`src/sv/klp_pkg.sv`:
```
// shared types, constants and helpers of the key=value line parser
package klp_pkg;

  localparam int unsigned MAX_TEXT_BYTES = 131072;

  localparam int unsigned BYTE_W     = 8;
  localparam int unsigned OFFSET_W   = 17;
  localparam int unsigned LENGTH_W   = 18;
  localparam int unsigned LINE_NUM_W = 18;
  localparam int unsigned ERR_W      = 3;

  // byte position reaches the limit itself, stored offsets stay below it
  localparam int unsigned POS_W  = $clog2(MAX_TEXT_BYTES + 1);
  localparam int unsigned OFF_W  = $clog2(MAX_TEXT_BYTES);
  localparam int unsigned LINE_W = $clog2(MAX_TEXT_BYTES + 2);

  localparam int unsigned WIDE_W = ((POS_W > LINE_W) ? POS_W : LINE_W) + 1;
  localparam int unsigned CALC_W = (WIDE_W > LENGTH_W) ? WIDE_W : LENGTH_W;

  localparam logic [BYTE_W-1:0] CH_NEWLINE    = 8'h0A;
  localparam logic [BYTE_W-1:0] CH_EQUALS     = 8'h3D;
  localparam logic [BYTE_W-1:0] CH_SPACE      = 8'h20;
  localparam logic [BYTE_W-1:0] CH_UNDERSCORE = 8'h5F;

  typedef enum logic [ERR_W-1:0] {
    ERR_NO_DELIM    = 3'd0,
    ERR_KEY_GARBAGE = 3'd1,
    ERR_EXPECT_EQ   = 3'd2,
    ERR_NO_VALUE    = 3'd3,
    ERR_TOO_LARGE   = 3'd4
  } err_code_t;

  typedef enum logic {
    REC_PAIR  = 1'b0,
    REC_ERROR = 1'b1
  } rec_kind_t;

  // classified byte handed from front to back
  typedef struct packed {
    logic restart;
    logic is_key;
    logic is_newline;
    logic is_space;
    logic is_equals;
  } tok_t;

  typedef struct packed {
    rec_kind_t               kind;
    logic [OFFSET_W-1:0]     key_offset;
    logic [LENGTH_W-1:0]     key_length;
    logic [OFFSET_W-1:0]     value_offset;
    logic [LENGTH_W-1:0]     value_length;
    logic [LINE_NUM_W-1:0]   line_number;
    err_code_t               error_code;
  } rec_t;

  function automatic logic is_key_char(input logic [BYTE_W-1:0] b);
    return ((b >= 8'h61) && (b <= 8'h7A)) || ((b >= 8'h41) && (b <= 8'h5A)) ||
           ((b >= 8'h30) && (b <= 8'h39)) || (b == CH_UNDERSCORE);
  endfunction

endpackage

```
`src/sv/klp_front.sv`:
```
// front end: takes text bytes, classifies them and queues the tokens
module klp_front (
  input  logic                        clk,
  input  logic                        rst_n,
  input  logic                        push,
  input  logic [klp_pkg::BYTE_W-1:0]  text_byte,
  input  logic                        restart,
  output logic                        full,
  output logic                        tok_valid,
  output klp_pkg::tok_t               tok,
  input  logic                        tok_pop
);

  klp_pkg::tok_t q_r [2];
  klp_pkg::tok_t tok_new;
  logic          wp_r, wp_nxt;
  logic          rp_r, rp_nxt;
  logic [1:0]    cnt_r, cnt_nxt;
  logic          push_ok;
  logic          pop_ok;

  assign full      = (cnt_r == 2'd2);
  assign tok_valid = (cnt_r != 2'd0);
  assign tok       = q_r[rp_r];
  assign push_ok   = push && !full;
  assign pop_ok    = tok_pop && tok_valid;

  always_comb begin
    tok_new.restart    = restart;
    tok_new.is_key     = klp_pkg::is_key_char(text_byte);
    tok_new.is_newline = (text_byte == klp_pkg::CH_NEWLINE);
    tok_new.is_space   = (text_byte == klp_pkg::CH_SPACE);
    tok_new.is_equals  = (text_byte == klp_pkg::CH_EQUALS);
    wp_nxt  = push_ok ? ~wp_r : wp_r;
    rp_nxt  = pop_ok ? ~rp_r : rp_r;
    cnt_nxt = cnt_r + 2'(push_ok) - 2'(pop_ok);
  end

  always_ff @(posedge clk) begin
    if (push_ok) begin
      q_r[wp_r] <= tok_new;
    end
  end

  always_ff @(posedge clk) begin
    if (!rst_n) begin
      wp_r  <= 1'b0;
      rp_r  <= 1'b0;
      cnt_r <= 2'd0;
    end else begin
      wp_r  <= wp_nxt;
      rp_r  <= rp_nxt;
      cnt_r <= cnt_nxt;
    end
  end

endmodule

```
`src/sv/klp_back.sv`:
```
// back end: line parser state machine, position and line counters, result queue
module klp_back (
  input  logic          clk,
  input  logic          rst_n,
  input  logic          tok_valid,
  input  klp_pkg::tok_t tok,
  output logic          tok_pop,
  output logic          out_empty,
  input  logic          out_pop,
  output klp_pkg::rec_t rec
);

  typedef enum logic [5:0] {
    PH_KEY_START = 6'b000001,
    PH_KEY_CHAR  = 6'b000010,
    PH_DELIM     = 6'b000100,
    PH_VAL_START = 6'b001000,
    PH_VAL_CHAR  = 6'b010000,
    PH_HALT      = 6'b100000
  } phase_t;

  phase_t                          ph_r, ph_nxt, ph_cur;
  logic [klp_pkg::POS_W-1:0]       pos_r, pos_nxt, pos_cur;
  logic [klp_pkg::LINE_W-1:0]      line_r, line_nxt, line_cur;
  logic [klp_pkg::OFF_W-1:0]       kb_r, kb_nxt, kb_cur;
  logic [klp_pkg::OFF_W-1:0]       kl_r, kl_nxt, kl_cur;
  logic [klp_pkg::OFF_W-1:0]       vb_r, vb_nxt, vb_cur;
  logic [klp_pkg::OFF_W-1:0]       pos_off;
  logic [klp_pkg::CALC_W-1:0]      key_off_w, key_len_w, val_off_w, val_len_w, line_w;

  klp_pkg::rec_t                   rec_new;
  logic                            emit;
  logic                            advance;
  logic                            step;

  klp_pkg::rec_t                   oq_r [2];
  logic                            owp_r, owp_nxt;
  logic                            orp_r, orp_nxt;
  logic [1:0]                      ocnt_r, ocnt_nxt;
  logic                            opush;
  logic                            opop;

  // restart clears the parser before the byte is handled
  always_comb begin
    if (tok.restart) begin
      ph_cur   = PH_KEY_START;
      pos_cur  = '0;
      line_cur = klp_pkg::LINE_W'(1);
      kb_cur   = '0;
      kl_cur   = '0;
      vb_cur   = '0;
    end else begin
      ph_cur   = ph_r;
      pos_cur  = pos_r;
      line_cur = line_r;
      kb_cur   = kb_r;
      kl_cur   = kl_r;
      vb_cur   = vb_r;
    end
  end

  assign pos_off   = pos_cur[klp_pkg::OFF_W-1:0];
  assign key_off_w = klp_pkg::CALC_W'(kb_cur);
  assign key_len_w = klp_pkg::CALC_W'(kl_cur) - klp_pkg::CALC_W'(kb_cur) + klp_pkg::CALC_W'(1);
  assign val_off_w = klp_pkg::CALC_W'(vb_cur);
  assign val_len_w = klp_pkg::CALC_W'(pos_cur) - klp_pkg::CALC_W'(vb_cur);
  assign line_w    = klp_pkg::CALC_W'(line_cur);

  always_comb begin
    ph_nxt   = ph_cur;
    pos_nxt  = pos_cur;
    line_nxt = line_cur;
    kb_nxt   = kb_cur;
    kl_nxt   = kl_cur;
    vb_nxt   = vb_cur;
    emit     = 1'b0;
    advance  = 1'b0;
    rec_new             = '0;
    rec_new.kind        = klp_pkg::REC_ERROR;
    rec_new.line_number = line_w[klp_pkg::LINE_NUM_W-1:0];
    rec_new.error_code  = klp_pkg::ERR_NO_DELIM;
    if (ph_cur != PH_HALT) begin
      if (pos_cur >= klp_pkg::POS_W'(klp_pkg::MAX_TEXT_BYTES)) begin
        emit               = 1'b1;
        rec_new.error_code = klp_pkg::ERR_TOO_LARGE;
        ph_nxt             = PH_HALT;
      end else begin
        advance = 1'b1;
        unique case (ph_cur)
          PH_KEY_START: begin
            if (tok.is_key) begin
              kb_nxt = pos_off;
              ph_nxt = PH_KEY_CHAR;
            end
          end
          PH_KEY_CHAR: begin
            priority if (tok.is_newline) begin
              emit               = 1'b1;
              rec_new.error_code = klp_pkg::ERR_NO_DELIM;
            end else if (tok.is_space) begin
              kl_nxt = pos_off - klp_pkg::OFF_W'(1);
              ph_nxt = PH_DELIM;
            end else if (tok.is_equals) begin
              kl_nxt = pos_off - klp_pkg::OFF_W'(1);
              ph_nxt = PH_VAL_START;
            end else if (tok.is_key) begin
              ph_nxt = PH_KEY_CHAR;
            end else begin
              emit               = 1'b1;
              rec_new.error_code = klp_pkg::ERR_KEY_GARBAGE;
            end
          end
          PH_DELIM: begin
            priority if (tok.is_equals) begin
              ph_nxt = PH_VAL_START;
            end else if (tok.is_newline) begin
              emit               = 1'b1;
              rec_new.error_code = klp_pkg::ERR_NO_DELIM;
            end else begin
              emit               = 1'b1;
              rec_new.error_code = klp_pkg::ERR_EXPECT_EQ;
            end
          end
          PH_VAL_START: begin
            priority if (tok.is_newline) begin
              emit               = 1'b1;
              rec_new.error_code = klp_pkg::ERR_NO_VALUE;
            end else if (tok.is_space) begin
              ph_nxt = PH_VAL_START;
            end else begin
              vb_nxt = pos_off;
              ph_nxt = PH_VAL_CHAR;
            end
          end
          PH_VAL_CHAR: begin
            if (tok.is_newline) begin
              emit                 = 1'b1;
              advance              = 1'b1;
              rec_new.kind         = klp_pkg::REC_PAIR;
              rec_new.key_offset   = key_off_w[klp_pkg::OFFSET_W-1:0];
              rec_new.key_length   = key_len_w[klp_pkg::LENGTH_W-1:0];
              rec_new.value_offset = val_off_w[klp_pkg::OFFSET_W-1:0];
              rec_new.value_length = val_len_w[klp_pkg::LENGTH_W-1:0];
              ph_nxt               = PH_KEY_START;
            end
          end
          default: begin
            advance = 1'b0;
          end
        endcase
        // an error halts without moving position or line
        if (emit && (rec_new.kind == klp_pkg::REC_ERROR)) begin
          advance = 1'b0;
          ph_nxt  = PH_HALT;
        end
        if (advance) begin
          pos_nxt = pos_cur + klp_pkg::POS_W'(1);
          if (tok.is_newline) begin
            line_nxt = line_cur + klp_pkg::LINE_W'(1);
          end
        end
      end
    end
  end

  // result queue
  assign out_empty = (ocnt_r == 2'd0);
  assign rec       = oq_r[orp_r];
  assign step      = tok_valid && ((ocnt_r != 2'd2) || out_pop);
  assign tok_pop   = step;
  assign opush     = step && emit;
  assign opop      = out_pop && !out_empty;

  always_comb begin
    owp_nxt  = opush ? ~owp_r : owp_r;
    orp_nxt  = opop ? ~orp_r : orp_r;
    ocnt_nxt = ocnt_r + 2'(opush) - 2'(opop);
  end

  always_ff @(posedge clk) begin
    if (opush) begin
      oq_r[owp_r] <= rec_new;
    end
  end

  always_ff @(posedge clk) begin
    if (!rst_n) begin
      ph_r   <= PH_KEY_START;
      pos_r  <= '0;
      line_r <= klp_pkg::LINE_W'(1);
      kb_r   <= '0;
      kl_r   <= '0;
      vb_r   <= '0;
      owp_r  <= 1'b0;
      orp_r  <= 1'b0;
      ocnt_r <= 2'd0;
    end else begin
      if (step) begin
        ph_r   <= ph_nxt;
        pos_r  <= pos_nxt;
        line_r <= line_nxt;
        kb_r   <= kb_nxt;
        kl_r   <= kl_nxt;
        vb_r   <= vb_nxt;
      end
      owp_r  <= owp_nxt;
      orp_r  <= orp_nxt;
      ocnt_r <= ocnt_nxt;
    end
  end

endmodule

```
`src/sv/key_value_line_parser_unit.sv`:
```
// Streaming key=value settings parser. One text byte is taken per clock cycle,
// sustained, whenever in_full is low; the limit is the parser state update in
// the back end. A byte is classified and queued in the front end, the back end
// steps the line parser on it once the result queue has room, and any pair or
// error record it causes is written to the result queue and shows on the out_
// ports once the records ahead of it have been taken. Two-word queues on each
// side of the back end let input and output stall independently. After an
// error record the parser ignores bytes until one arrives with in_restart set,
// which clears it first. A final line without a newline gives no record.
module key_value_line_parser_unit (
  input  logic                             clk,
  input  logic                             rst_n,
  input  logic                             in_push,
  output logic                             in_full,
  input  logic [klp_pkg::BYTE_W-1:0]       in_text_byte,
  input  logic                             in_restart,
  output logic                             out_empty,
  input  logic                             out_pop,
  output logic                             out_record_kind,
  output logic [klp_pkg::OFFSET_W-1:0]     out_key_offset,
  output logic [klp_pkg::LENGTH_W-1:0]     out_key_length,
  output logic [klp_pkg::OFFSET_W-1:0]     out_value_offset,
  output logic [klp_pkg::LENGTH_W-1:0]     out_value_length,
  output logic [klp_pkg::LINE_NUM_W-1:0]   out_line_number,
  output logic [klp_pkg::ERR_W-1:0]        out_error_code
);

  logic          tok_valid;
  logic          tok_pop;
  klp_pkg::tok_t tok;
  klp_pkg::rec_t rec;

  klp_front u_front (
    .clk       (clk),
    .rst_n     (rst_n),
    .push      (in_push),
    .text_byte (in_text_byte),
    .restart   (in_restart),
    .full      (in_full),
    .tok_valid (tok_valid),
    .tok       (tok),
    .tok_pop   (tok_pop)
  );

  klp_back u_back (
    .clk       (clk),
    .rst_n     (rst_n),
    .tok_valid (tok_valid),
    .tok       (tok),
    .tok_pop   (tok_pop),
    .out_empty (out_empty),
    .out_pop   (out_pop),
    .rec       (rec)
  );

  assign out_record_kind  = rec.kind;
  assign out_key_offset   = rec.key_offset;
  assign out_key_length   = rec.key_length;
  assign out_value_offset = rec.value_offset;
  assign out_value_length = rec.value_length;
  assign out_line_number  = rec.line_number;
  assign out_error_code   = rec.error_code;

endmodule

```
`config.mk`:
```
export PLATFORM = sky130hd
export DESIGN_NAME = key_value_line_parser_unit
export DESIGN_NICKNAME = d
export VERILOG_FILES = /design/src/sv/klp_pkg.sv /design/src/sv/klp_front.sv /design/src/sv/klp_back.sv /design/src/sv/key_value_line_parser_unit.sv
export SDC_FILE = /design/constraint.sdc
export NUM_CORES = 1
export LEC_CHECK = 0
export BUFFER_PORTS_ARGS = -buffer_cell sky130_fd_sc_hd__buf_2
export CAP_MARGIN = 0
export CORE_ASPECT_RATIO = 1.75
export CORE_MARGIN = 4
export CORE_UTILIZATION = 60
export DETAILED_ROUTE_END_ITERATION = 8
export PLACE_DENSITY = 0.79
export RECOVER_POWER = 50
export SETUP_SLACK_MARGIN = 0.1
export SLEW_MARGIN = 5
export SYNTH_ARGS = -nofsm -noshare
export SYNTH_HDL_FRONTEND = slang
export SYNTH_SLANG_ARGS = --single-unit
```
`constraint.sdc`:
```
create_clock -name clk -period 5.21 [get_ports clk]
set_input_delay 0.2605 -clock clk [delete_from_list [all_inputs] [get_ports clk]]
set_output_delay 0.2605 -clock clk [all_outputs]
set_load 0.1 [all_outputs]
```
* Word-level counts from Yosys, hierarchy flattened *
Memory sizes are Yosys's and may differ from the RTL's. A register that Yosys moved wholly into a read port is not among the register bits.
Index checks and enable logic that the tools add are counted.

word-level totals
  bits in registers = 101
  bits in latches = 0
  bits in writable memories = 194
  ROM bits = 0
  input port bits = 13
  output and inout port bits = 94
  word-level logic and storage cells = 145
  memories kept = 2

memories
  memory       words  width  rd ports  clocked after memory_dff  write ports  RTL line         source
  u_back.oq_r  2      92     1         1                         1            klp_back.sv:36   klp_pkg::rec_t oq_r [2];
  u_front.q_r  2      5      1         1                         1            klp_front.sv:14  klp_pkg::tok_t q_r [2];

cells by class
  add/sub/neg operators = 10
  multipliers = 0
  divide/modulo/power cells = 0
  order comparisons = 7
  equality and inequality tests = 12
  shifts and indexed selects = 0
  multiplexer cells = 79
  bitwise gates (word level) = 4
  reduce and logical (&&, ||, !) cells = 19

operators by type and width
  kind                     count
  $mux W71                 6
  $mux W17                 18
  $mux W18                 9
  $mux W6                  11
  $add A18 B1 Y18 const B  3
  $pmux W6 S5              1
  $mux W1                  23
  $ge A18 B18 Y1 const B   1
  $mux W3                  6
  $sub A17 B17 Y18         1
  $sub A18 B17 Y18         1
  $sub A17 B1 Y17 const B  1
  $eq A8 B6 Y1 const B     2
  $ge A8 B7 Y1 const B     2
  $le A8 B7 Y1 const B     2
  $logic_and A1 B1 Y1      9
  $pmux W3 S3              1
  $eq A8 B4 Y1 const B     1
  $eq A8 B7 Y1 const B     1
  $ge A8 B6 Y1 const B     1
  $le A8 B6 Y1 const B     1
  $eq A6 B1 Y1 const B     1
  $eq A6 B2 Y1 const B     1
  $eq A6 B3 Y1 const B     1
  other kinds (17)         27

* Longest topological paths before layout *
  depth after elaboration = 14
  mapped depth = 21
  depth with buffers taken out = 14

* By module *
Synthesis repeated with hierarchy kept, for this count alone.

second synthesis, totals
  cell total of the unflattened synthesis = 1322
  area total of the unflattened synthesis = 14848.0 µm²

by module, submodules not included
  module     times used  cells an instance  area each (µm²)  sequential area each (µm²)
  klp_back   1           1264               14149.8          7487.2
  klp_front  1           58                 698.2            400.4

* Worst setup path before layout *
Ideal clock, no wire load.

  path kind = register -> register
  from = reg with a tool-made name
  to = mem u_back.oq_r[1][0] (netlist name), enable pin
  library setup time = 461 ps
  arrival time = 4041 ps
  data required time = 4749 ps
  setup slack = 708 ps
  cell stages (with the launch flop) = 9
  path buffers = 2
  period minus slack after synthesis = 4502 ps
  cell sequence = dfxtp_1 -> buf_6 -> mux2i_4 -> buf_4 -> and3_1 -> nor4b_4 -> nand2_1 -> a311oi_1 -> and2_1

RTL lines
  element    RTL line
  to (decl)  klp_back.sv:36

==> run_results.csv <==
group,metric,value,unit
worst_hold_path,hold_path_class,"input pin to flip-flop",
layout,stdcell_area,0.0163,mm²
floorplan,core_area,0.0242,mm²
worst_hold_path,hold_path_depth,2,
yosys,yosys_warnings,0,
clocking,clk_path_buf_depth,3,
floorplan,die_w,127,µm
placement,place_inst,1711,
clocking,cts_tree,"yes",
detailed_routing,vias,10400,
grt,antenna_found_initial,0,
power,pwr_density_cell,472,mW/mm²
critical_path,arrival,4.11,ns
clocking,clock_latency,0.55,ns
floorplan,std_cell_rows,75,
yosys,syn_inst,1357,
sta,maxSlewHeadroom,-0.444,
grt,grt_pass1_wl,54300,µm
critical_path,cpMostUsedCell,"clkbuf_2",
grt,grt_pass1_vias,10700,
sta,post-route-period-util,0.839,
critical_path,crit_chain,"clkbuf_2, mux2_2, clkbuf_2",
clocking,clkTransAtPathRegs,0.06,ns
sta,hold_violations,0,
yosys,ys_seq_area_frac,0.531,
critical_path,cp_top_family,"flip-flops",
sta,setup_tns,0,ns
detailed_routing,detail-route-antenna-nets,0,
yosys,syn_nets,1427,
critical_path,cp-start-kind,"flip-flop",
power,p_leak,6.01,nW
clocking,cts.sinks,297,
grt,grt_overflow,0,
yosys,synth_area_per_cell,10.9,µm²
sta,fin_skew,0.0235,ns
critical_path,reg2reg_depth,15,
layout,antenna_cells,0,
critical_path,cpPeakStageDelay,1.55,ns
yosys,synth_area_leaders,"edfxtp_1, dfxtp_1, mux2_2, ha_1, and2_1",
sta,period_needed,4.37,ns
critical_path,end_kind,"output port",
critical_path,required,4.95,ns
critical_path,path_max_fanout,54,
yosys,synth_top_cell_by_area,"edfxtp_1",
layout,area.growth.synth_to_final,9.92,%
yosys,syn_area,0.0148,mm²
sta,worst_pin_slew,2.15,ns
layout,fin_cells,1760,
power,peakVddDrop,0.000359,V
grt,grt_max_degree,76,
clocking,cts_htree_levels,1,
detailed_routing,drtIter0Drc,660,
detailed_routing,viasPerCell,5.93,
placement,post-dp-hpwl,23300,µm
critical_path,path_depth,3,
critical_path,critPathKind,"flip-flop to output port",
clocking,cts_setup_buffers,0,
yosys,ys_types,75,
yosys,synth_seq_cells,297,
clocking,hold_buffers,1,
yosys,yosys_most_used_dff,"edfxtp_1",
yosys,yosys.area.top_type_share,0.393,
critical_path,path_buf_inv,2,
placement,gp_congestion,0.972,
yosys,synthTopCellsByCount,"edfxtp_1, nand2_1, nor2_1",
sta,rsz0062_at_grt,"false",
detailed_routing,firstDrtPassIters,5,
layout,drive_gt1_frac,0.152,
placement,port_buffers,106,
detailed_routing,wl_per_cell,18.9,µm
floorplan,initial_core_util,0.613,
clocking,cts_resized,0,
grt,track_usage,0.242,
status,status,"complete, but fails checks",
floorplan,die_h,216,µm
clocking,cts_buffers,26,
critical_path,cpMaxStageDelayCell,"dfxtp_1",
detailed_routing,drc,0,
status,violations,"max-capacitance violations, max-slew violations",
sta,fmax,0.229,GHz
clocking,clockRootBuffer,"clkbuf_16",
sta,drv_slew,96,
detailed_routing,wl,33200,µm
placement,placedInstanceArea,0.0156,mm²
sta,setup_viol_count_final,0,
layout,fin_nets,1502,
job,drv_cap,3,
yosys,synth-edff-count,194,
yosys,synth_most_common_cell,"edfxtp_1",
floorplan,dieArea,0.0274,mm²
floorplan,ios,107,
yosys,async_flop_share,0,
-- flip-flops by register name, summed over array words and instances, names as in the netlist, named ones only --
register       cells
u_back.vb_r       17
u_back.orp_r       1
u_back.oq_r      184
u_front.wp_r       1
u_back.owp_r       1
u_back.ocnt_r      2
u_back.line_r     18
u_back.kl_r       17
u_back.kb_r       17
u_back.pos_r      18
u_front.rp_r       1
u_back.ph_r        6
u_front.q_r       10
u_front.cnt_r      2
-- logic make-up after synthesis --
family | Yosys count | synth area share
mux | 101 | 0.0775
xor+xnor | 72 | 0.0425
buf+inv | 100 | 0.0280
simple gates | 527 | 0.179
compound gates | 203 | 0.0924
flops | 297 | 0.531
fa+ha+maj | 57 | 0.0491
-- worst register-to-register path, delay by kind of cell (launching register included) --
family,cells,cell delay (ns)
simple gates,4,0.68
compound gates,4,0.74
flops,1,0.71
mux,1,0.51
buf+inv,2,0.54
xor+xnor,1,0.13
fa+ha+maj,3,0.70
-- placed cells by master (no fill, tap or decap), types with 32 or more instances in the layout --
master,n
and2_1,47
nor2_1,122
clkbuf_2,54
nand3_1,32
nand2_1,142
clkbuf_1,55
dfxtp_1,103
and2_0,58
xnor2_1,46
edfxtp_1,194
a21oi_1,40
ha_1,55
mux2_2,93
o21ai_0,44
-- path summary, 6_finish.rpt --
path                                      start                 end  slack [ns]
worst max-delay path                  flip-flop   out_key_offset[4]        0.84
worst min-delay path            in_text_byte[7]   u_front.q_r[0][3]        0.03
worst max register to register        flip-flop  u_back.oq_r[1][69]        0.90
worst min register to register   u_back.kl_r[2]      u_back.kl_r[2]        0.47
-- layout make-up --
type                    count  area (µm²)
clock buffers              36         719
clock inverters            12         121
fillers                  1885        7900
inverters                  26        97.6
multi-input cells         960        6500
flip-flops and latches    297        7890
well taps                 308         385
repair buffers            121         597
-- power by group --
part           total, W  internal [W]  switching, W
combinational   0.00313      0.000626       0.00250
clock           0.00190       0.00107      0.000834
sequential      0.00266       0.00255      0.000116
-- metal layers --
metal | routed length (µm) | vias to the layer above | GRT usage
met5 | 0 | - | 0
met4 | 1530 | 0 | 0.119
met3 | 1590 | 106 | 0.0283
met2 | 17600 | 330 | 0.449
met1 | 12500 | 5019 | 0.270
li1 | - | 4989 | -
-- metrics by stage --
| stage | utilization | setup WS, ns | power (W) | hold slack, ns |
|---|---|---|---|---|
| floorplan | - | 0.708 | 0.00541 | 0.359 |
| global placement | 0.643 | 1.05 | 0.00585 | 0.453 |
| detailed placement | 0.643 | 0.949 | 0.00587 | 0.457 |
| CTS | 0.679 | 0.968 | 0.00778 | 0.00279 |
| global route | 0.674 | 0.506 | 0.00798 | 0.0246 |
| finish | 0.674 | 0.837 | 0.00769 | 0.0304 |
No activity file was read; power rests on OpenSTA's default activity.
